[config.mk]
export PLATFORM = sky130hd
export DESIGN_NAME = srg_cell
export DESIGN_NICKNAME = d
export VERILOG_FILES = /design/src/sv/srg_pkg.sv /design/src/sv/srg_cell.sv
export SDC_FILE = /design/constraint.sdc
export NUM_CORES = 1
export LEC_CHECK = 0
export ABC_CLOCK_PERIOD_IN_PS = 6900
export BUFFER_PORTS_ARGS = -buffer_cell sky130_fd_sc_hd__buf_2
export CAP_MARGIN = 15
export CELL_PAD_IN_SITES_DETAIL_PLACEMENT = 2
export CELL_PAD_IN_SITES_GLOBAL_PLACEMENT = 2
export CORE_MARGIN = 10
export CORE_UTILIZATION = 28
export DETAILED_ROUTE_END_ITERATION = 16
export HOLD_SLACK_MARGIN = 0.02
export PLACE_DENSITY_LB_ADDON = 0.1
export SLEW_MARGIN = 40
export SYNTH_ARGS = -nofsm -noshare
export SYNTH_HDL_FRONTEND = slang
export SYNTH_SLANG_ARGS = --single-unit
[constraint.sdc]
create_clock -name clk -period 6.9 [get_ports clk]
set_clock_uncertainty 0.1 [all_clocks]
set_input_delay 1.38 -clock clk [delete_from_list [all_inputs] [get_ports clk]]
set_output_delay 1.38 -clock clk [all_outputs]
set_load 0.05 [all_outputs]
[src/sv/srg_pkg.sv]
`default_nettype none

package srg_pkg;

  localparam int RUN_CAPACITY = 64;
  localparam int DATA_W       = 32;
  localparam int CNT_W        = $clog2(RUN_CAPACITY + 1);
  localparam int IDX_W        = $clog2(RUN_CAPACITY);
  localparam int RL_W         = 7;

  // run controller states
  localparam logic ST_FILL  = 1'b0;
  localparam logic ST_DRAIN = 1'b1;

  typedef struct packed {
    logic signed [DATA_W-1:0] data_in;
    logic                     end_of_data;
  } in_item_t;

  typedef struct packed {
    logic signed [DATA_W-1:0] sorted_out;
    logic                     last_in_run;
    logic                     last_run;
  } out_item_t;

  // control broadcast from the run controller to every cell
  typedef struct packed {
    logic             insert;
    logic             drain;
    logic [CNT_W-1:0] fill;
  } cell_ctl_t;

endpackage

`default_nettype wire

[src/sv/srg_cell.sv]
`default_nettype none

module srg_cell import srg_pkg::*; (
  input  wire logic                     clk,
  input  wire cell_ctl_t                ctl,
  input  wire logic [IDX_W-1:0]         idx,
  input  wire logic signed [DATA_W-1:0] new_value,
  input  wire logic signed [DATA_W-1:0] left_value,
  input  wire logic                     left_gt,
  input  wire logic signed [DATA_W-1:0] right_value,
  output logic signed [DATA_W-1:0]      value,
  output logic                          gt
);

  logic occupied;

  // an empty cell counts as larger than any value
  assign occupied = {1'b0, idx} < ctl.fill;
  assign gt       = !occupied || (new_value < value);

  // insert: shift right where the left neighbor also moves, else take the new value
  // drain: take the right neighbor's value
  always_ff @(posedge clk) begin
    if (ctl.insert && gt) begin
      value <= left_gt ? left_value : new_value;
    end else if (ctl.drain) begin
      value <= right_value;
    end
  end

endmodule

`default_nettype wire

==> impl_results.md, run 1 <==
- Synth area leaders: edfxtp_1 (36%), mux2_2 (26%), ha_1 (17%)
- Syn Std Cell Area: 2690 um^2
- Routed WL per cell: 17.3 um
- Synth Warn #: 0
- Die width: 118 um
- Library cells used by synthesis: 29
- Proportion of synthesized area in mux cells: 0.268
- Vias in the first global route: 2718
- Worst Hold Depth: 2
- Drt first pass iters: 4
- Setup repair bufs after CTS: 0
- DR vias: 2341
- Antenna viol nets, final: 0
- Number of setup violations in the final report: 0
- Reg2Reg Depth: 9
- Post-synthesis sequential area ratio: 0.357
- Clk_lat worst skew: 0.28 ns
- Core area: 9280 um^2
- Final net count: 532
- Area share of fa/ha/maj cells after synthesis: 0.167
- CTS tree: done
- Registers with the most flip-flops: value x32
- Post-Syn Area per Cell: 11.4 um^2
- RSZ-0062 raised after global routing: no
- GPL Wtd Cong: 0.710
- Hold Path End: value[6]$_DFFE_PP_
- Die area: 13900 um^2
- GRT Util Overall: 0.125
- Die Ht: 118 um
- Critical Path RT: 5.42 ns
- Max FFs per register: 32
- Routed vias/inst: 4.57
- Drt drc: 0
- CP Data Arrival Time: 3.53 ns
- Root buf cell: clkbuf_8
- Post-Synth Simple-Gate Area: 0.0567
- # diodes: 0
- Commonest non-fill, non-tap cell in the layout: buf_2
- DR iter-0 viols: 16
- Remaining Overflow, GRT: 0
- Final Hold Viols: 0
- Post_cts resized: 0
- Hold Path Class: in2reg
- CTS clock-pin slew for the worst setup and hold paths: 0.07 ns
- Starting Density: 0.290
- Worst vdd ir: 102 uV
- Placed Cells incl. Taps: 505
- Final std cells w/o fill: 512
- Maxcap violations: 0
- Yosys top cell area share: 0.357
- CTS max path bufs: 2
- I/O Pins: 146
- Num Clock Sinks: 32
- Port buffer count: 145
- Biggest area consumer among synthesized cells: edfxtp_1
- FP Rows: 35
- Xor/xnor share of the synthesized area: 0
- Power density over the cells: 265 nW/um^2
- R2R Setup Slk: 3.62 ns
- Largest Register: value
- Startpoint types: input port
- FMAX: 199 MHz
- Synth Instances: 237
- Most frequent cells in the layout: buf_2 (144), mux2_2 (63), inv_1 (36), ha_1 (36), edfxtp_1 (32)
- Synthesized flop and latch total: 32
- Net Count, Synth: 386
- Slew Limit Fails: 0
- FF-to-FF Start: value[23]$_DFFE_PP_
- Worst rel slew slack: 0.671
- Final HPWL DP: 7400 um
- Hold_sp: right_value[6]
- Routed wire length: 8840 um
- H-tree depth: 2
- Leakage: 1.78 nW
- CTS Buf Count: 5
- First-pass GRT wire length: 14100 um
- Layout cell share with drive strength beyond 1: 0.567
- Synthesis-to-layout area growth: 34.5%
- Fin Setup TNS: 0 ns
- Post-synthesis compound-gate area fraction: 0.0832
- Fraction of registers with async set/reset: 0
- Max Fanout on Critical Path: 6
- Time the worst path needs with I/O delays and setup: 5.01 ns
- Main combinational cell family by area after synthesis: multiplexers
- Prevailing post-synth register cell: edfxtp_1
- Final worst path period share: 0.727
- # fillers: 1074
- CP Capture Type: output port
- Initial antenna violation count: 0
- Worst-Margin Slew: 0.493 ns
- Critical path start-end classification: in2out
- Number of flops mapped to enable cells by yosys: 32
- Largest net degree at the start of global routing: 33
- Status: finished, final reports clean
- Hold buffers post-CTS: 0
- Worst r2r dst: value[18]$_DFFE_PP_
## Yosys cell counts, types with 2 or more instances
cell type  number
a211oi_1        2
a21o_1          5
a21oi_1        14
buf_6           3
clkbuf_1        4
edfxtp_1       32
ha_1           36
inv_1          36
mux2_2         63
nand2_1         7
nand2b_1        2
nand3_1         4
nand4_1         6
nor2_1          2
o21ai_0         7
## routing by layer
| layer | wire length [um] | global-route usage | up-vias |
|---|---|---|---|
| met5 | 0 | 0 | - |
| met4 | 37 | 0.0209 | 0 |
| met3 | 637 | 0.0528 | 2 |
| met2 | 4570 | 0.226 | 75 |
| met1 | 3590 | 0.133 | 1105 |
| li1 | - | - | 1159 |
## final cells by class
type                       instances  area (um^2)  area share
clock inverter                     1         5.00     0.00138
sequential                        32          961       0.265
multi-input combinational        162         1550       0.428
inverter                          36          135      0.0373
timing repair buffer             146          736       0.203
tap                              129          161      0.0446
clock buffer                       6         72.6      0.0200
## logic make-up after synthesis
group	count (synthesis)
muxes	64
buffers and inverters	43
adders and majority gates	36
AOI/OAI and AO/OA	34
DFF	32
and+or+nand+nor	28
## stage by stage
step | hold slack [ns] | total power [W] | setup slack [ns] | instance area [um^2] | utilization
global route | 1.28 | 0.00104 | 1.60 | 3620 | 0.390
finish | 1.29 | 0.000961 | 1.89 | 3620 | 0.390
CTS | 1.27 | 0.000985 | 1.80 | 3620 | 0.390
floorplan | 1.44 | 0.000696 | 2.22 | 2690 | -
detailed placement | 1.50 | 0.000838 | 1.81 | 3540 | 0.381
global placement | 1.50 | 0.000829 | 1.93 | 3540 | 0.381
## critical path: stages
cell	delay (ns)
buf_2	0.11
ha_1	0.35
nand4_1	0.19
nor4_1	0.46
nand2_1	0.09
o21ai_0	0.40
or3_1	0.17
a21o_1	0.10
buf_2	0.26
## report_power, final
group	total, W	switching [W]	internal (W)
Combinational	0.000521	0.000342	0.000179
Clock	0.000139	0.0000708	0.0000687
Sequential	0.000301	0.0000207	0.000280
Total	0.000961	0.000433	0.000528
## worst max path at each step
| stage | from | endpoint | slack, ns | cells after the start |
|---|---|---|---|---|
| floorplan | new_value[30] | gt | 2.22 | 7 |
| global placement | new_value[23] | gt | 1.93 | 9 |
| detailed placement | new_value[31] | gt | 1.81 | 9 |
| CTS | new_value[31] | gt | 1.80 | 9 |
| global route | new_value[31] | gt | 1.60 | 9 |
| finish | new_value[31] | gt | 1.89 | 9 |
(Power assumes the default switching activity.)
==> run 2, diff against run 1 <==
--- a/config.mk
+++ b/config.mk
@@ -5,13 +5,13 @@
 export SDC_FILE = /design/constraint.sdc
 export NUM_CORES = 1
 export LEC_CHECK = 0
-export ABC_CLOCK_PERIOD_IN_PS = 6900
+export ABC_CLOCK_PERIOD_IN_PS = 5200
 export BUFFER_PORTS_ARGS = -buffer_cell sky130_fd_sc_hd__buf_2
 export CAP_MARGIN = 15
 export CELL_PAD_IN_SITES_DETAIL_PLACEMENT = 2
 export CELL_PAD_IN_SITES_GLOBAL_PLACEMENT = 2
 export CORE_MARGIN = 10
-export CORE_UTILIZATION = 28
+export CORE_UTILIZATION = 26
 export DETAILED_ROUTE_END_ITERATION = 16
 export HOLD_SLACK_MARGIN = 0.02
 export PLACE_DENSITY_LB_ADDON = 0.1
==> constraint.sdc (replaced) <==
create_clock -name clk -period 5.2 [get_ports clk]
set_clock_uncertainty 0.1 [all_clocks]
set_input_delay 1.04 -clock clk [delete_from_list [all_inputs] [get_ports clk]]
set_output_delay 1.04 -clock clk [all_outputs]
set_load 0.05 [all_outputs]
==> run 2 against run 1 <==
Highest routed layer unchanged; setup slack worse by 0.99 ns; non-clock buffer count unchanged; sequential share of layout area decreased by 0.28 points; cell count up 1.6%; via count barely moved; clock-buffer cell count is the same.
==> impl_results.md, run 2 (synthesized netlist as in run 1, its figures left out) <==
- Maxcap violations: 0
- CTS max path bufs: 2
- Reg2Reg Depth: 9
- Most frequent cells in the layout: buf_2 (144), mux2_2 (63), inv_1 (36), ha_1 (36), edfxtp_1 (32)
- Slew Limit Fails: 0
- Crit path max-delay cell type: or3_1
- GPL Wtd Cong: 0.758
- Overall power: 0.00135 W
- Placement Setup Slack: 0.882 ns
- Post_cts resized: 0
- CTS tree: done
- Worst r2r dst: value[10]$_DFFE_PP_
- FP Rows: 37
- Post-route setup slack: 0.894 ns
- Worst Hold Depth: 2
- CP Data Arrival Time: 3.17 ns
- Die Ht: 122 um
- Fin Setup TNS: 0 ns
- Routed wire length: 9440 um
- Critical path's top delay family: compound AO/OA/AOI/OAI gates
- Largest net degree at the start of global routing: 33
- Drt first pass iters: 4
- # diodes: 0
- Clk_lat worst skew: 0.28 ns
- Buf/Inv on CP: 2
- Layout cell share with drive strength beyond 1: 0.568
- Starting Density: 0.264
- Die area: 14800 um^2
- Routed vias/inst: 4.50
- Crit-path most repeated cell: buf_2
- Hold buffers post-CTS: 0
- Startpoint types: input port
- Worst rel slew slack: 0.652
- First-pass GRT wire length: 14500 um
- Commonest non-fill, non-tap cell in the layout: buf_2
- Hold Path End: value[6]$_DFFE_PP_
- FMAX: 232 MHz
- Power density over the cells: 368 nW/um^2
- H-tree depth: 2
- Final Hold Viols: 0
- CP Capture Type: output port
- Worst vdd ir: 126 uV
- Max Fanout on Critical Path: 4
- Status: finished, final reports clean
- Max FFs per register: 32
- Final worst path period share: 0.828
- Time the worst path needs with I/O delays and setup: 4.31 ns
- Setup repair bufs after CTS: 0
- Number of setup violations in the final report: 0
- Registers with the most flip-flops: value x32
- Worst-Margin Slew: 0.523 ns
- Final HPWL DP: 7870 um
- Final net count: 532
- Critical path start-end classification: in2out
- Drt drc: 0
- Port buffer count: 145
- Crit-path max cell delay: 0.37 ns
- Num Clock Sinks: 32
- Initial antenna violation count: 2
- GRT Util Overall: 0.125
- Critical Path RT: 4.06 ns
- Largest Register: value
- Routed WL per cell: 18.1 um
- DR vias: 2342
- FF-to-FF Start: value[23]$_DFFE_PP_
- Final core occ: 0.359
- CTS Buf Count: 5
- Root buf cell: clkbuf_8
- CP cell instances: buf_2 -> ha_1 -> a21oi_1 -> o21ai_0 -> a221o_1 -> a211o_1 -> or3_1 -> a21o_1 -> buf_2
- Leakage: 1.80 nW
- RSZ-0062 raised after global routing: no
- R2R Setup Slk: 1.98 ns
- Placed Cells incl. Taps: 512
- Hold_sp: right_value[6]
- DR iter-0 viols: 32
- Setup crit start: new_value[23]
- Synthesis-to-layout area growth: 35.9%
- I/O Pins: 146
- Hold Path Class: in2reg
- Die width: 122 um
- CTS clock-pin slew for the worst setup and hold paths: 0.08 ns
- Remaining Overflow, GRT: 0
- Vias in the first global route: 2787
- Final std cells w/o fill: 520
- Core area: 10200 um^2
- Antenna viol nets, final: 0
-- run 2: how the worst max path moves through the flow --
stage          end  slack (ns)  cells after the start
6_report        gt        0.89                      9
2_1_floorplan   gt        1.20                      7
4_1_cts         gt        0.88                      9
5_1_grt         gt        0.71                      9
3_3_place_gp    gt        0.90                      9
3_5_place_dp    gt        0.88                      9
-- run 2: final cells by class --
class                           instances  area (um^2)
Multi-Input combinational cell        162         1550
Clock buffer                            6         72.6
Inverter                               36          135
Sequential cell                        32          961
Tap cell                              136          170
Fill cell                            1162         6530
Clock inverter                          2         35.0
Timing Repair Buffer                  146          736
-- run 2: layer usage --
layer / GRT usage / vias up / routed length (um) / share of wire
met3: 0.0435 / 2 / 641 / 0.068
met1: 0.128 / 1108 / 3640 / 0.39
met4: 0.0179 / 0 / 38 / 0.0040
li1: - / 1161 / - / -
met5: 0 / - / 0 / 0
met2: 0.244 / 71 / 5120 / 0.54
-- run 2: metrics by stage --
| stage | hold slack, ns | cell area (um^2) |
|---|---|---|
| 2_1_floorplan | 1.14 | 2690 |
| 3_3_place_gp | 1.24 | 3550 |
| 3_5_place_dp | 1.25 | 3550 |
| 4_1_cts | 0.941 | 3660 |
| 5_1_grt | 0.938 | 3660 |
| 6_report | 0.944 | 3660 |
-- run 2: worst reg2reg max path: stages, from the launching register on --
cell,delay (ns)
edfxtp_1,0.35
inv_1,0.05
ha_1,0.32
a21oi_1,0.14
o21ai_0,0.12
a221o_1,0.34
a211o_1,0.35
o311ai_4,0.32
buf_4,0.47
mux2_2,0.42
-- run 2: where the power goes --
part | leakage, nW | switching, W | internal, W | total (W)
logic | 1.42 | 0.000457 | 0.000239 | 0.000696
registers | 0.321 | 0.0000280 | 0.000372 | 0.000400
clock network | 0.0552 | 0.000108 | 0.000143 | 0.000251
total | 1.80 | 0.000593 | 0.000753 | 0.00135
==> run 3, diff against run 2 <==
--- a/config.mk
+++ b/config.mk
@@ -5,13 +5,13 @@
 export SDC_FILE = /design/constraint.sdc
 export NUM_CORES = 1
 export LEC_CHECK = 0
-export ABC_CLOCK_PERIOD_IN_PS = 5200
+export ABC_CLOCK_PERIOD_IN_PS = 3800
 export BUFFER_PORTS_ARGS = -buffer_cell sky130_fd_sc_hd__buf_2
 export CAP_MARGIN = 15
 export CELL_PAD_IN_SITES_DETAIL_PLACEMENT = 2
 export CELL_PAD_IN_SITES_GLOBAL_PLACEMENT = 2
 export CORE_MARGIN = 10
-export CORE_UTILIZATION = 26
+export CORE_UTILIZATION = 24
 export DETAILED_ROUTE_END_ITERATION = 16
 export HOLD_SLACK_MARGIN = 0.02
 export PLACE_DENSITY_LB_ADDON = 0.1
==> constraint.sdc (replaced) <==
create_clock -name clk -period 3.8 [get_ports clk]
set_clock_uncertainty 0.1 [all_clocks]
set_input_delay 0.76 -clock clk [delete_from_list [all_inputs] [get_ports clk]]
set_output_delay 0.76 -clock clk [all_outputs]
set_load 0.05 [all_outputs]
==> run 3 against run 2 <==
Wire length fell by 0.66%; setup slack got worse by 0.82 ns; cell area rose by 3.4%; critical endpoint unchanged; critical path depth did not move; clock-buffer cell count rose by 1; sequential share of layout area fell by 0.87 points; sequential cell count did not move.
==> impl_results.md, run 3 (synthesized netlist as in run 1, its figures left out) <==
- Status: finished, final reports clean
- Largest net degree at the start of global routing: 33
- Port buffer count: 145
- Overall power: 0.00193 W
- Root buf cell: clkbuf_16
- Final worst path period share: 0.981
- Share of power burned in registers: 0.284
- Num Clock Sinks: 32
- GPL Wtd Cong: 0.696
- Worst r2r dst: value[21]$_DFFE_PP_
- Worst vdd ir: 178 uV
- Die Ht: 126 um
- Initial antenna violation count: 1
- Comb pwr share: 0.516
- Clk_lat worst skew: 0.27 ns
- Switching part of the total power: 0.425
- Max FFs per register: 32
- FP Rows: 38
- H-tree depth: 2
- Commonest non-fill, non-tap cell in the layout: buf_2
- CTS Buf Count: 5
- Met2 WL: 4650 um
- Routed WL per cell: 17.6 um
- Fin Setup TNS: 0 ns
- CP Capture Type: output port
- Leakage: 1.86 nW
- Drt drc: 0
- R2R Setup Slk: 0.65 ns
- Routed wire length: 9380 um
- CTS clock-pin slew for the worst setup and hold paths: 0.05 ns
- CTS tree: done
- Routed vias/inst: 4.50
- Die width: 126 um
- DR iter-0 viols: 21
- DR vias: 2396
- CP Data Arrival Time: 2.87 ns
- Core area: 10900 um^2
- Final net count: 540
- Die area: 15900 um^2
- Sw power: 0.000821 W
- Max Fanout on Critical Path: 2
- Remaining Overflow, GRT: 0
- # diodes: 0
- WL met3: 782 um
- Vias in the first global route: 2824
- Number of setup violations in the final report: 0
- I/O Pins: 146
- RSZ-0062 raised after global routing: no
- Power share of the clock group: 0.201
- Registers with the most flip-flops: value x32
- Worst rel slew slack: 0.682
- Power density over the cells: 510 nW/um^2
- Crit path max-delay cell type: or3_1
- GRT Util Overall: 0.117
- Hold Path Class: in2reg
- Hold Path End: value[6]$_DFFE_PP_
- CP cell instances: buf_2 -> ha_1 -> a21oi_1 -> o21ai_1 -> a221o_1 -> a211o_1 -> or3_1 -> a21o_1 -> clkbuf_4
- Crit-path max cell delay: 0.37 ns
- FMAX: 268 MHz
- Critical Path RT: 2.94 ns
- Hold_sp: right_value[6]
- Startpoint types: input port
- FF-to-FF Start: value[21]$_DFFE_PP_
- Time the worst path needs with I/O delays and setup: 3.73 ns
- Final HPWL DP: 8040 um
- Most frequent cells in the layout: buf_2 (143), mux2_2 (63), inv_1 (36), ha_1 (36), edfxtp_1 (32)
- CTS max path bufs: 2
- First-pass GRT wire length: 15200 um
- Maxcap violations: 0
- Slew Limit Fails: 0
- Synthesis-to-layout area growth: 40.6%
- Final Hold Viols: 0
- Worst Hold Depth: 2
- Top Metal Used: met5
- Placed Area: 3630 um^2
- Hold buffers post-CTS: 0
- Drt first pass iters: 4
- DRT met1 WL: 3860 um
- Placement Setup Slack: 0.0476 ns
- Critical path start-end classification: in2out
- Starting Density: 0.246
- Largest Register: value
- Cell internal pwr: 0.00111 W
- Final non-filler cell area: 3780 um^2
- Antenna viol nets, final: 0
- Reg2Reg Depth: 10
- Post-route setup slack: 0.0738 ns
- Layout cell share with drive strength beyond 1: 0.574
- Worst-Margin Slew: 0.477 ns
-- run 3: cell count changes in the layout (fill, tap and decap cells not counted), sizes merged --
| cell | previous run | this run |
|---|---|---|
| buf | 146 | 153 |
| clkbuf | 6 | 8 |
| bufinv | 1 | 0 |
-- run 3: per-stage QoR --
stage | cells | hold slack, ns | utilization
after global placement | 523 | 0.957 | 0.332
after global routing | 532 | 0.679 | 0.346
after floorplan | 237 | 0.861 | -
after CTS | 531 | 0.669 | 0.344
after detailed placement | 523 | 0.958 | 0.332
final | 532 | 0.674 | 0.346
-- run 3: power by group through the flow --
stage / Clock, W / Combinational [W] / Sequential [W]
floorplan: 0 / 0.000410 / 0.000853
global placement: 0 / 0.00100 / 0.000554
detailed placement: 0 / 0.00102 / 0.000557
CTS: 0.000407 / 0.00102 / 0.000550
global route: 0.000419 / 0.00110 / 0.000562
finish: 0.000388 / 0.000996 / 0.000548
-- run 3: final cells by class --
cell class	instances	area, um^2
Fill cell	1231	7150
Multi-Input combinational cell	162	1550
Sequential cell	32	961
Timing Repair Buffer	154	823
Tap cell	140	175
Inverter	36	135
Clock buffer	7	133
Clock inverter	1	3.75
-- run 3: worst max path at each step --
| stage | from | to | slack (ns) | cells after the start |
|---|---|---|---|---|
| detailed placement | new_value[23] | gt | 0.05 | 9 |
| finish | new_value[21] | gt | 0.07 | 9 |
| global route | new_value[21] | gt | 0.02 | 9 |
| CTS | new_value[21] | gt | 0.05 | 9 |
| floorplan | new_value[30] | value[0]$_DFFE_PP_ | 0.34 | 8 |
| global placement | new_value[23] | gt | 0.14 | 9 |
-- run 3: layer usage --
layer | vias up | global-route usage
met3 | 7 | 0.0491
met4 | 2 | 0.0221
met1 | 1127 | 0.132
met5 | - | 0
li1 | 1181 | -
met2 | 79 | 0.205
-- run 3: worst max-delay path, delay by kind of cell --
family / cells / cell delay [ns]
buf+inv: 2 / 0.33
fa+ha+maj: 1 / 0.29
compound gates: 5 / 1.12
simple gates: 1 / 0.37
-- run 3: repair_timing --
item	4_1_cts	5_1_grt
resized for setup	0	3
hold endpoints to repair	0	0
endpoints found under the setup margin	0	1
setup buffers	0	1
