--- src/sv/srg_pkg.sv ---
`default_nettype none

package srg_pkg;

  localparam int RUN_CAPACITY = 64;
  localparam int DATA_W       = 32;
  localparam int CNT_W        = $clog2(RUN_CAPACITY + 1);
  localparam int IDX_W        = $clog2(RUN_CAPACITY);
  localparam int RL_W         = 7;

  // run controller states
  localparam logic ST_FILL  = 1'b0;
  localparam logic ST_DRAIN = 1'b1;

  typedef struct packed {
    logic signed [DATA_W-1:0] data_in;
    logic                     end_of_data;
  } in_item_t;

  typedef struct packed {
    logic signed [DATA_W-1:0] sorted_out;
    logic                     last_in_run;
    logic                     last_run;
  } out_item_t;

  // control broadcast from the run controller to every cell
  typedef struct packed {
    logic             insert;
    logic             drain;
    logic [CNT_W-1:0] fill;
  } cell_ctl_t;

endpackage

`default_nettype wire

--- src/sv/srg_ctrl.sv ---
`default_nettype none

module srg_ctrl import srg_pkg::*; (
  input  wire logic            clk,
  input  wire logic            rst,
  input  wire logic            cfg_valid,
  output logic                 cfg_ready,
  input  wire logic [RL_W-1:0] cfg_data,
  input  wire logic            in_valid,
  output logic                 in_ready,
  input  wire logic            end_of_data,
  output logic                 out_valid,
  input  wire logic            out_ready,
  output logic                 last_in_run,
  output logic                 last_run,
  output cell_ctl_t            ctl
);

  localparam logic [RL_W-1:0] CapLen = RL_W'(RUN_CAPACITY);

  logic             state;
  logic [CNT_W-1:0] fill;
  logic [RL_W-1:0]  run_length;
  logic [RL_W-1:0]  eff_len;
  logic [RL_W-1:0]  fill_next;
  logic             in_fire;
  logic             out_fire;

  assign cfg_ready = 1'b1;
  assign in_ready  = (state == ST_FILL);
  assign out_valid = (state == ST_DRAIN);
  assign in_fire   = in_valid && in_ready;
  assign out_fire  = out_valid && out_ready;

  // clamp the run length to 1..capacity
  always_comb begin
    if (run_length == '0) begin
      eff_len = RL_W'(1);
    end else if (run_length > CapLen) begin
      eff_len = CapLen;
    end else begin
      eff_len = run_length;
    end
  end

  assign fill_next   = RL_W'(fill) + RL_W'(1);
  assign last_in_run = (fill == CNT_W'(1));

  assign ctl.insert = in_fire;
  assign ctl.drain  = out_fire;
  assign ctl.fill   = fill;

  // hold the run length register
  always_ff @(posedge clk) begin
    if (rst) begin
      run_length <= RL_W'(64);
    end else if (cfg_valid && cfg_ready) begin
      run_length <= cfg_data;
    end
  end

  // count values in, switch to drain at a full run or end of data, count values out
  always_ff @(posedge clk) begin
    if (rst) begin
      state    <= ST_FILL;
      fill     <= '0;
      last_run <= 1'b0;
    end else begin
      unique case (state)
        ST_FILL: begin
          if (in_fire) begin
            fill <= CNT_W'(fill_next);
            if (fill_next >= eff_len || end_of_data) begin
              state    <= ST_DRAIN;
              last_run <= end_of_data;
            end
          end
        end
        ST_DRAIN: begin
          if (out_fire) begin
            fill <= fill - CNT_W'(1);
            if (last_in_run) begin
              state <= ST_FILL;
            end
          end
        end
        default: begin
          state <= ST_FILL;
        end
      endcase
    end
  end

endmodule

`default_nettype wire

--- config.mk ---
export PLATFORM = sky130hd
export DESIGN_NAME = srg_ctrl
export DESIGN_NICKNAME = d
export VERILOG_FILES = /design/src/sv/srg_pkg.sv /design/src/sv/srg_ctrl.sv
export SDC_FILE = /design/constraint.sdc
export NUM_CORES = 1
export LEC_CHECK = 0
export ABC_AREA = 0
export BUFFER_PORTS_ARGS = -buffer_cell sky130_fd_sc_hd__buf_4
export CORE_MARGIN = 1.5
export CORE_UTILIZATION = 45
export DETAILED_ROUTE_END_ITERATION = 10
export PLACE_DENSITY_LB_ADDON = 0.25
export SYNTH_ARGS = -nofsm -noshare
export SYNTH_HDL_FRONTEND = slang
export SYNTH_SLANG_ARGS = --single-unit
--- constraint.sdc ---
create_clock -name clk -period 2.35 [get_ports clk]
set_clock_uncertainty 0.2 [all_clocks]
set_input_delay 0.47 -clock clk [delete_from_list [all_inputs] [get_ports clk]]
set_output_delay 0.47 -clock clk [all_outputs]
set_load 0.005 [all_outputs]
==> summary.md, run 1 <==
| Metric | Value |
|---|---|
| Status | `complete, no violations` |
| Grt total ovfl | `0` |
| Routed vias | `1,033` |
| Filler cells | `210` |
| Worst R2R Path Depth | `9` |
| First-pass GRT wire length | `around 4300 µm` |
| Path type of the worst setup path | `reg2out` |
| Area of placed instances | `1290 µm²` |
| First drt pass iteration count | `6` |
| Hold_buf cts | `0` |
| Worst-case hold slack | `0.192 ns` |
| Synth Net Count | `around 160` |
| Mapped Cells | `134` |
| Met2 global-route usage | `0.392` |
| GPL Wtd Cong | `0.862` |
| Area of the multi-input gates | `688 µm²` |
| Reg2Reg Capture Point | `last_run` |
| Post-Syn Area | `1090 µm²` |
| Synth-to-layout area growth | `22.8%` |
| Design area | `approximately 1300 µm²` |
| Total die area | `2730 µm²` |
| Layout cells sized above 1 | `0.269` |
| End point of the critical path | `last_in_run` |
| Clock Latency Late Sink | `0.29 ns` |
| Total CTS buffers | `3` |
| Rows | `17` |
| Flops & latches, synth | `16` |
| Worst Setup Start Kind | `flop` |
| Worst-path clk slew | `0.10 ns` |
| ANT nets after route | `0` |
| Number of synthesized flops with an enable pin | `0` |
| GR Util met1 | `0.244` |
| DRT iter0 DRCs | `15` |
| CTS sink count | `16` |
| Max Slew Vio Count | `0` |
| Pwr dens | `around 590 nW/µm²` |
| Number of distinct library cells after synthesis | `40` |
| Total Wirelength | `approximately 2600 µm` |
| CTS H-tree depth | `1` |
| Dpl hpwl | `~2000 µm` |
| Critical Path Sink Type | `output port` |
| Register Area | `328 µm²` |
| Syn. warnings | `0` |
| Die H | `around 52 µm` |
| Root Driver | `clkbuf_4` |
| Nets | `approximately 190` |
| Port bufs | `25` |
| Max-Cap Viols | `0` |
| Reg2Reg Setup Slack | `about 0.16 ns` |
| Post-synth top flop | `dfxtp_1` |
| GR peak layer | `met2` |
| Post-synth ARST share | `0` |
| Worst Path Max Fanout | `10` |
| IO Pins | `27` |
| Hold Vio Cnt, Final | `0` |
| Tcrit/Tclk final | `0.976` |
| Final setup fails | `0` |
| Crit path required time | `1.68 ns` |
| Worst vdd ir | `0.000409 V` |
| Grt met3 use | `0.0429` |
| RR Startpoint | `fill[0]` |
| Largest net degree at the start of global routing | `18` |
| Initial antenna violation count | `0` |
| DR WL/cell | `14.0 µm` |
| Die X | `52.2 µm` |
| Core box area | `2250 µm²` |
| Vias in the first global route | `1,015` |
| Effective utilization at floorplan | `0.484` |
| Synth Area per Inst | `8.14 µm²` |
| CTS tree | `done` |
| Vias per Instance | `5.49` |
| Total track usage | `0.212` |
| Fin crit period | `2.29 ns` |
| Leak | `0.000632 µW` |
| Worst setup startpoint | `fill[3]` |
| Sequential fraction of the synthesis area | `0.294` |
| Worst Path Arrival | `1.62 ns` |
| Fmax | `about 440 MHz` |
| Final routed DRC violation total | `0` |
| Worst hold-check path type | `in2reg` |
| Inserted Diodes | `0` |
| Max Buffers Root-to-Sink | `2` |
Yosys cell counts (all sizes together), types with 2 or more instances:
library cell,n,share of area
nand4,2,0.011
nor3b,2,0.014
nor2,19,0.065
and4b,2,0.019
nor3,5,0.023
clkbuf,2,0.0069
nand3,5,0.023
ha,10,0.11
o21ai,3,0.014
o211ai,3,0.021
dfxtp,16,0.29
a21oi,7,0.032
inv,6,0.021
a31oi,2,0.011
mux2i,6,0.055
buf,7,0.053
xor2,4,0.032
nand2b,3,0.017
nand2,10,0.034
xnor2,3,0.024
state kept, by name (all words and copies together), names as in the netlist:
register and cells:
fill 7, run_length 7, last_run 1, out_valid 1
layer usage:
layer	wire, µm	up-vias
met5	0	-
met4	21	0
met3	144	4
met2	1390	34
met1	1070	478
li1	-	517
final cells by class:
type	count	area share
inverter	7	0.0196
clock buffer	3	0.0168
sequential	16	0.245
multi-input combinational	102	0.514
timing repair buffer	32	0.179
tap	28	0.0261
cell usage in the layout, fill, tap and decap left out, drive strengths merged, types with 3 or more instances in the layout:
cell,Yosys,final
a21oi,7,7
buf,7,32
clkbuf,2,3
dfxtp,16,16
ha,10,10
inv,6,6
mux2i,6,6
nand2,10,10
nand2b,3,3
nand3,5,5
nor2,19,19
nor3,5,5
o211ai,3,3
o21ai,3,3
xnor2,3,3
xor2,4,4
stage by stage:
step | TNS [ns] | total power, µW | util | worst slack [ns] | std cells
floorplan | 0 | 528 | - | 0.174 | 134
CTS | 0 | 780 | 0.583 | 0.0399 | 186
global route | -0.0438 | 848 | 0.594 | -0.0438 | 188
finish | 0 | 790 | 0.594 | 0.0556 | 188
detailed placement | 0 | 633 | 0.570 | 0.118 | 183
global placement | 0 | 619 | 0.570 | 0.193 | 183
report_power, final:
group	internal (µW)	switching, µW
registers	300	22.5
clock network	59.5	84.5
logic	161	161
total	521	268
how the worst min path moves through the flow:
stage	start	end	slack [ns]	cells past startpoint
floorplan	run_length[0]	run_length[0]	0.26	2
global placement	run_length[0]	run_length[0]	0.28	2
detailed placement	run_length[0]	run_length[0]	0.31	2
CTS	cfg_data[6]	run_length[6]	0.19	3
global route	cfg_data[6]	run_length[6]	0.21	3
finish	cfg_data[6]	run_length[6]	0.19	3
timing repair:
action	4_1_cts	5_1_grt
pin swaps	0	3
setup endpoints to repair	1	2
endpoints found under the hold margin	0	0
cloned	0	0
gates resized for setup	1	6
buffers inserted	0	2
worst max-delay path, cell delays in order, from the launching register on:
cell and delay [ns]:
dfxtp_1 0.32, buf_4 0.17, or4_4 0.54, nor3b_2 0.19, buf_4 0.13
logic make-up after synthesis:
family / count (synthesis) / synth area share
fa+ha+maj: 10 / 0.115
buf+inv: 16 / 0.0837
xor+xnor: 7 / 0.0562
mux: 7 / 0.0654
simple gates: 54 / 0.248
compound gates: 23 / 0.135
other cells: 1 / 0.00344
flops: 16 / 0.294
Power figures use the tool's default switching activity.
==> run 2: changes to the inputs <==
CORE_MARGIN = unset   (was 1.5)
REMOVE_ABC_BUFFERS = 1   (was unset)
==> run 2 against run 1 <==
  * Global-route usage increased by 0.61 points
  * Largest power group unchanged
  * Critical path depth increased by 4
  * Sequential share of layout area decreased by 1.1 points
  * Utilization increased by 2.2 points
  * Critical path type is now reg2reg
==> summary.md, run 2 (synthesized netlist as in run 1, its figures left out) <==
| Metric | Value |
|---|---|
| Status | `complete, no violations (unchanged)` |
| Tcrit/Tclk final | `0.970 (was 0.976)` |
| Slew headroom | `0.656` |
| DR WL/cell | `13.9 µm (was 14.0 µm)` |
| Total CTS buffers | `3 (unchanged)` |
| Vias per Instance | `5.56 (was 5.49)` |
| Sum Neg Setup Slack | `0 ns (unchanged)` |
| Root Driver | `clkbuf_4 (unchanged)` |
| Vias in the first global route | `939 (was 1,015)` |
| Layout cells sized above 1 | `0.303 (was 0.269)` |
| First drt pass iteration count | `4 (was 6)` |
| Total die area | `2630 µm² (was 2730 µm²)` |
| Max Buffers Root-to-Sink | `2 (unchanged)` |
| Total track usage | `0.218 (was 0.212)` |
| Leak | `0.000661 µW (was 0.000632 µW)` |
| Die X | `51.2 µm (was 52.2 µm)` |
| Buffers and inverters on the worst path | `0 (was 2)` |
| Effective utilization at floorplan | `0.484 (unchanged)` |
| CTS tree | `done (unchanged)` |
| IO Pins | `27 (unchanged)` |
| RSZ-0062 raised after global routing | `no` |
| Worst Tran Pin Value | `0.512 ns` |
| Inserted Diodes | `0 (unchanged)` |
| Max Slew Vio Count | `0 (unchanged)` |
| Synth-to-layout area growth | `27.4% (was 22.8%)` |
| Most common cell after layout, fill and taps aside | `buf_4 (unchanged)` |
| Initial antenna violation count | `0 (unchanged)` |
| Biggest registers after layout | `fill (7), run_length (7) (unchanged)` |
| Critical Path Sink Type | `flop (was output port)` |
| Crit path required time | `2.36 ns (was 1.68 ns)` |
| Largest net degree at the start of global routing | `18 (unchanged)` |
| Dpl hpwl | `1910 µm (was 2000 µm)` |
| Most frequent cells in the layout | `34 x buf_4, 19 x nor2_1, 12 x dfxtp_1, 10 x nand2_1, 10 x ha_1 (was 32 x buf_4, 19 x nor2_1, 14 x dfxtp_1, 10 x nand2_1, 10 x ha_1)` |
| Worst vdd ir | `0.000391 V (was 0.000409 V)` |
| Final setup margin | `0.0704 ns (was 0.0556 ns)` |
| Nets | `189 (was 185)` |
| Worst hold-check path type | `in2reg (unchanged)` |
| Design area | `1390 µm² (was 1340 µm²)` |
| DRT iter0 DRCs | `43 (was 15)` |
| Filler cells | `217 (was 210)` |
| Fin crit period | `2.28 ns (was 2.29 ns)` |
| Worst-path clk slew | `0.10 ns (about the same)` |
| Total Wirelength | `2690 µm (was 2630 µm)` |
| CTS H-tree depth | `1 (unchanged)` |
| Rows | `17 (unchanged)` |
| Reg2Reg Setup Slack | `0.07 ns (was 0.16 ns)` |
| CP top delay family | `simple AND/OR/NAND/NOR gates (unchanged)` |
| Core box area | `2250 µm² (unchanged)` |
| Worst Path Arrival | `2.29 ns (was 1.62 ns)` |
| Final setup fails | `0 (unchanged)` |
| Routed vias | `1,074 (was 1,033)` |
| Grt total ovfl | `0 (unchanged)` |
| Path type of the worst setup path | `reg2reg (was reg2out)` |
| First-pass GRT wire length | `4190 µm (was 4320 µm)` |
| Area of placed instances | `1290 µm² (unchanged)` |
| Slowest cell on the critical path | `dfxtp_1 (was or4_4)` |
| Worst Setup Start Kind | `flop (unchanged)` |
| Fmax | `439 MHz (was 436 MHz)` |
| Hold Vio Cnt, Final | `0 (unchanged)` |
| Area of the multi-input gates | `689 µm² (was 688 µm²)` |
| CP Cell Sequence | `nand3_1, nor2_1, xor2_1, ha_1, a21oi_1, and3_1, o21ai_0, a211oi_1 (was buf_4, or4_4, nor3b_2, buf_4)` |
| GPL Wtd Cong | `0.953 (was 0.862)` |
| Pre-CTS WS | `0.0844 ns (was 0.118 ns)` |
| Clock Latency Late Sink | `0.29 ns (about the same)` |
| Final routed DRC violation total | `0 (unchanged)` |
| Pwr dens | `612 nW/µm² (was 589 nW/µm²)` |
| CTS sink count | `16 (unchanged)` |
| Worst Path Max Fanout | `5 (was 10)` |
| Port bufs | `25 (unchanged)` |
| Max-Cap Viols | `0 (unchanged)` |
| Die H | `51.2 µm (was 52.2 µm)` |
| Worst path max stage delay | `0.46 ns (was 0.54 ns)` |
| ANT nets after route | `0 (unchanged)` |
| Register Area | `325 µm² (was 328 µm²)` |
## run 2: changes by cell type in the layout (fill, tap and decap cells not counted), moves of 2 or more
cell / before / now
dfxtp_2: 0 / 4
buf_4: 32 / 34
dfxtp_4: 2 / 0
buf_6: 0 / 2
dfxtp_1: 14 / 12
## run 2: where the power goes
group	switching [µW]	internal (µW)	total, µW
sequential	31.3	300	332
clock	94.2	94.5	189
combinational	157	173	330
total	282	568	850
## run 2: path summary, 6_finish.rpt
kind	from	to	cells after the start
worst max register to register	fill[4]	last_run	8
worst min register to register	run_length[0]	run_length[0]	2
worst max-delay path	fill[4]	last_run	8
worst min-delay path	cfg_data[6]	run_length[6]	3
## run 2: area by class of cell
| type | instances | area share |
|---|---|---|
| multi-input cells | 102 | 0.496 |
| flip-flops and latches | 16 | 0.234 |
| repair buffers | 36 | 0.200 |
| clock buffers | 4 | 0.0261 |
| well taps | 28 | 0.0252 |
| inverters | 7 | 0.0189 |
## run 2: worst register-to-register path, delay by kind of cell, from the launching register on
kind | cells | cell delay, ns
AO/OA/AOI/OAI | 3 | 0.51
AND/OR/NAND/NOR | 3 | 0.51
adder cells (fa/ha/maj) | 1 | 0.31
flip-flops | 1 | 0.46
XOR/XNOR | 1 | 0.21
## run 2: repair_timing
item | CTS | global route
pin swaps | 1 | 2
hold buffers | 0 | 0
endpoints found under the setup margin | 1 | 3
gates resized for setup | 1 | 7
buffers inserted | 0 | 6
## run 2: stage by stage
step                hold WS (ns)  std cells  total power [µW]   util
finish                     0.189        193               850  0.617
global route               0.198        193               901  0.617
CTS                        0.181        187               821  0.589
detailed placement         0.295        183               629  0.570
global placement           0.287        183               622  0.570
floorplan                  0.261        125               505      -
## run 2: routing by layer
| layer | part of all wire | vias to the layer above | global-route usage | wire length (µm) |
|---|---|---|---|---|
| li1 | - | 526 | - | - |
| met5 | 0 | - | 0 | 0 |
| met3 | 0.095 | 6 | 0.0714 | 254 |
| met2 | 0.48 | 57 | 0.353 | 1290 |
| met1 | 0.41 | 485 | 0.266 | 1100 |
| met4 | 0.016 | 0 | 0.0856 | 43 |
==> run 3: changes to the inputs <==
CORE_ASPECT_RATIO = 0.8   (was unset)
==> run 3 against run 2 <==
  * The run now ends with DRC left
  * Cell area down 4.4%
  * Die area about the same
  * First-iteration DRC count unchanged
  * Global-route usage shrank 1.5 points
  * Setup slack worse by 0.0091 ns
  * Wire length fell by 8.8%
  * Non-clock buffer count fell by 4
  * Via count decreased by 6.4%
  * Final cell count down 4.1%
  * Maximum frequency decreased by 0.40%
  * Critical path depth fell by 4
==> summary.md, run 3 (synthesized netlist as in run 1, its figures left out) <==
| Metric | Value |
|---|---|
| Max-Cap Viols | `0 (unchanged)` |
| Vias in the first global route | `901 (was 939)` |
| CTS tree | `done (unchanged)` |
| Critical Path Sink Type | `output port (was flop)` |
| Part of the power in registers | `0.428 (was 0.390)` |
| Max Slew Vio Count | `0 (unchanged)` |
| Crit path required time | `1.68 ns (was 2.36 ns)` |
| Worst-path clk slew | `0.09 ns (was 0.10 ns)` |
| Layout cells sized above 1 | `0.269 (was 0.303)` |
| Int Pwr | `515 µW (was 568 µW)` |
| Rows | `15 (was 17)` |
| Combinational share of power | `0.390 (was 0.388)` |
| IO Pins | `27 (unchanged)` |
| Final std cells w/o fill | `185 (was 193)` |
| Worst-case hold slack | `0.205 ns (was 0.189 ns)` |
| Worst setup startpoint | `fill[3] (was fill[4])` |
| Core box area | `2210 µm² (was 2250 µm²)` |
| CTS H-tree depth | `1 (unchanged)` |
| RR Startpoint | `fill[0] (was fill[4])` |
| Tcrit/Tclk final | `0.974 (was 0.970)` |
| Total track usage | `0.204 (was 0.218)` |
| Sw power | `262 µW (was 282 µW)` |
| First drt pass iteration count | `7 (was 4)` |
| Max Buffers Root-to-Sink | `2 (unchanged)` |
| Sum Neg Setup Slack | `0 ns (unchanged)` |
| Clock Latency Late Sink | `0.28 ns (was 0.29 ns)` |
| Worst Path Max Fanout | `10 (was 5)` |
| Filler cells | `208 (was 217)` |
| Worst hold-check path type | `in2reg (unchanged)` |
| CTS sink count | `16 (unchanged)` |
| Fmax | `437 MHz (was 439 MHz)` |
| Effective utilization at floorplan | `0.493 (was 0.484)` |
| ANT nets after route | `0 (unchanged)` |
| First-pass GRT wire length | `4030 µm (was 4190 µm)` |
| Clk pwr share | `0.182 (was 0.222)` |
| Total CTS buffers | `3 (unchanged)` |
| Most common cell after layout, fill and taps aside | `buf_4 (unchanged)` |
| Worst Setup Start Kind | `flop (unchanged)` |
| Largest net degree at the start of global routing | `18 (unchanged)` |
| Status | `complete, but fails checks (was complete, no violations)` |
| Sw frac | `0.337 (was 0.332)` |
| Inserted Diodes | `0 (unchanged)` |
| Die H | `46.0 µm (was 51.2 µm)` |
| Failing checks | `DRC` |
| Worst vdd ir | `0.000483 V (was 0.000391 V)` |
| Post-Place Cells | `181 (was 183)` |
| Pwr dens | `585 nW/µm² (was 612 nW/µm²)` |
| Worst Tran Pin Value | `0.530 ns (was 0.512 ns)` |
| DR WL/cell | `13.2 µm (was 13.9 µm)` |
| Initial antenna violation count | `0 (unchanged)` |
| Total die area | `2630 µm² (about the same)` |
| Nets | `185 (was 189)` |
| Slew headroom | `0.643 (was 0.656)` |
| Biggest registers after layout | `fill (7), run_length (7) (unchanged)` |
| Synth-to-layout area growth | `21.8% (was 27.4%)` |
| Vias per Instance | `5.43 (was 5.56)` |
| Total Wirelength | `2450 µm (was 2690 µm)` |
| Dpl hpwl | `1870 µm (was 1910 µm)` |
| Path type of the worst setup path | `reg2out (was reg2reg)` |
| Root Driver | `clkbuf_4 (unchanged)` |
| GPL Wtd Cong | `0.820 (was 0.953)` |
| Most frequent cells in the layout | `32 x buf_4, 19 x nor2_1, 13 x dfxtp_1, 10 x nand2_1, 10 x ha_1 (was 34 x buf_4, 19 x nor2_1, 12 x dfxtp_1, 10 x nand2_1, 10 x ha_1)` |
| Hold path startpoint | `cfg_data[6] (unchanged)` |
| Fin crit period | `2.29 ns (was 2.28 ns)` |
| Final setup fails | `0 (unchanged)` |
| Die X | `57.1 µm (was 51.2 µm)` |
| Leak | `0.000631 µW (was 0.000661 µW)` |
| Final routed DRC violation total | `4 (was 0)` |
| Grt total ovfl | `0 (unchanged)` |
| Worst Path Arrival | `1.62 ns (was 2.29 ns)` |
| Routed vias | `1,005 (was 1,074)` |
| Hold Vio Cnt, Final | `0 (unchanged)` |
| Port bufs | `25 (unchanged)` |
| DRT iter0 DRCs | `43 (unchanged)` |
==> run 3: critical path, cell delays in order, from the launching register on <==
cell	delay, ns
dfxtp_1	0.33
buf_4	0.17
or4_4	0.54
nor3b_2	0.16
buf_4	0.13
==> run 3: final cells by class <==
type,instances,area (µm²),area share
Multi-Input combinational cell,102,684,0.515
Sequential cell,16,324,0.244
Timing Repair Buffer,32,240,0.181
Tap cell,25,31.3,0.0235
Inverter,7,26.3,0.0198
Clock buffer,3,22.5,0.0169
==> run 3: per-layer routing <==
layer / wire (µm) / GRT usage / up-vias / part of all wire
met5: 0 / 0 / - / 0
met4: 15 / 0.0439 / 0 / 0.0061
met3: 161 / 0.0511 / 2 / 0.066
met2: 1100 / 0.318 / 28 / 0.45
met1: 1180 / 0.286 / 463 / 0.48
li1: - / - / 512 / -
==> run 3: worst paths after layout <==
path,to,slack (ns),depth (start not counted)
worst max-delay path,last_in_run,0.06,4
worst min-delay path,run_length[6],0.20,3
worst max register to register,out_valid,0.08,9
worst min register to register,run_length[0],0.31,2
==> run 3: repair_timing <==
action                     in CTS  in global routing
setup endpoints to repair       1                  3
pin swaps                       0                  1
resized for setup               1                  3
setup buffers                   0                  1
hold buffers                    0                  0
==> run 3: through the flow <==
stage	utilization	area (µm²)	setup WS (ns)	total power, µW
2_1_floorplan	-	1030	0.174	505
3_3_place_gp	0.582	1290	0.188	624
3_5_place_dp	0.582	1290	0.0855	631
4_1_cts	0.595	1320	0.0250	781
5_1_grt	0.600	1330	-0.0103	835
6_report	0.600	1330	0.0613	777
==> run 3: power by group through the flow <==
stage	clock, µW	sequential, µW	combinational (µW)
after floorplan	0	340	166
after global placement	0	334	290
after detailed placement	0	336	296
after CTS	151	330	300
after global routing	162	336	337
final	141	332	303
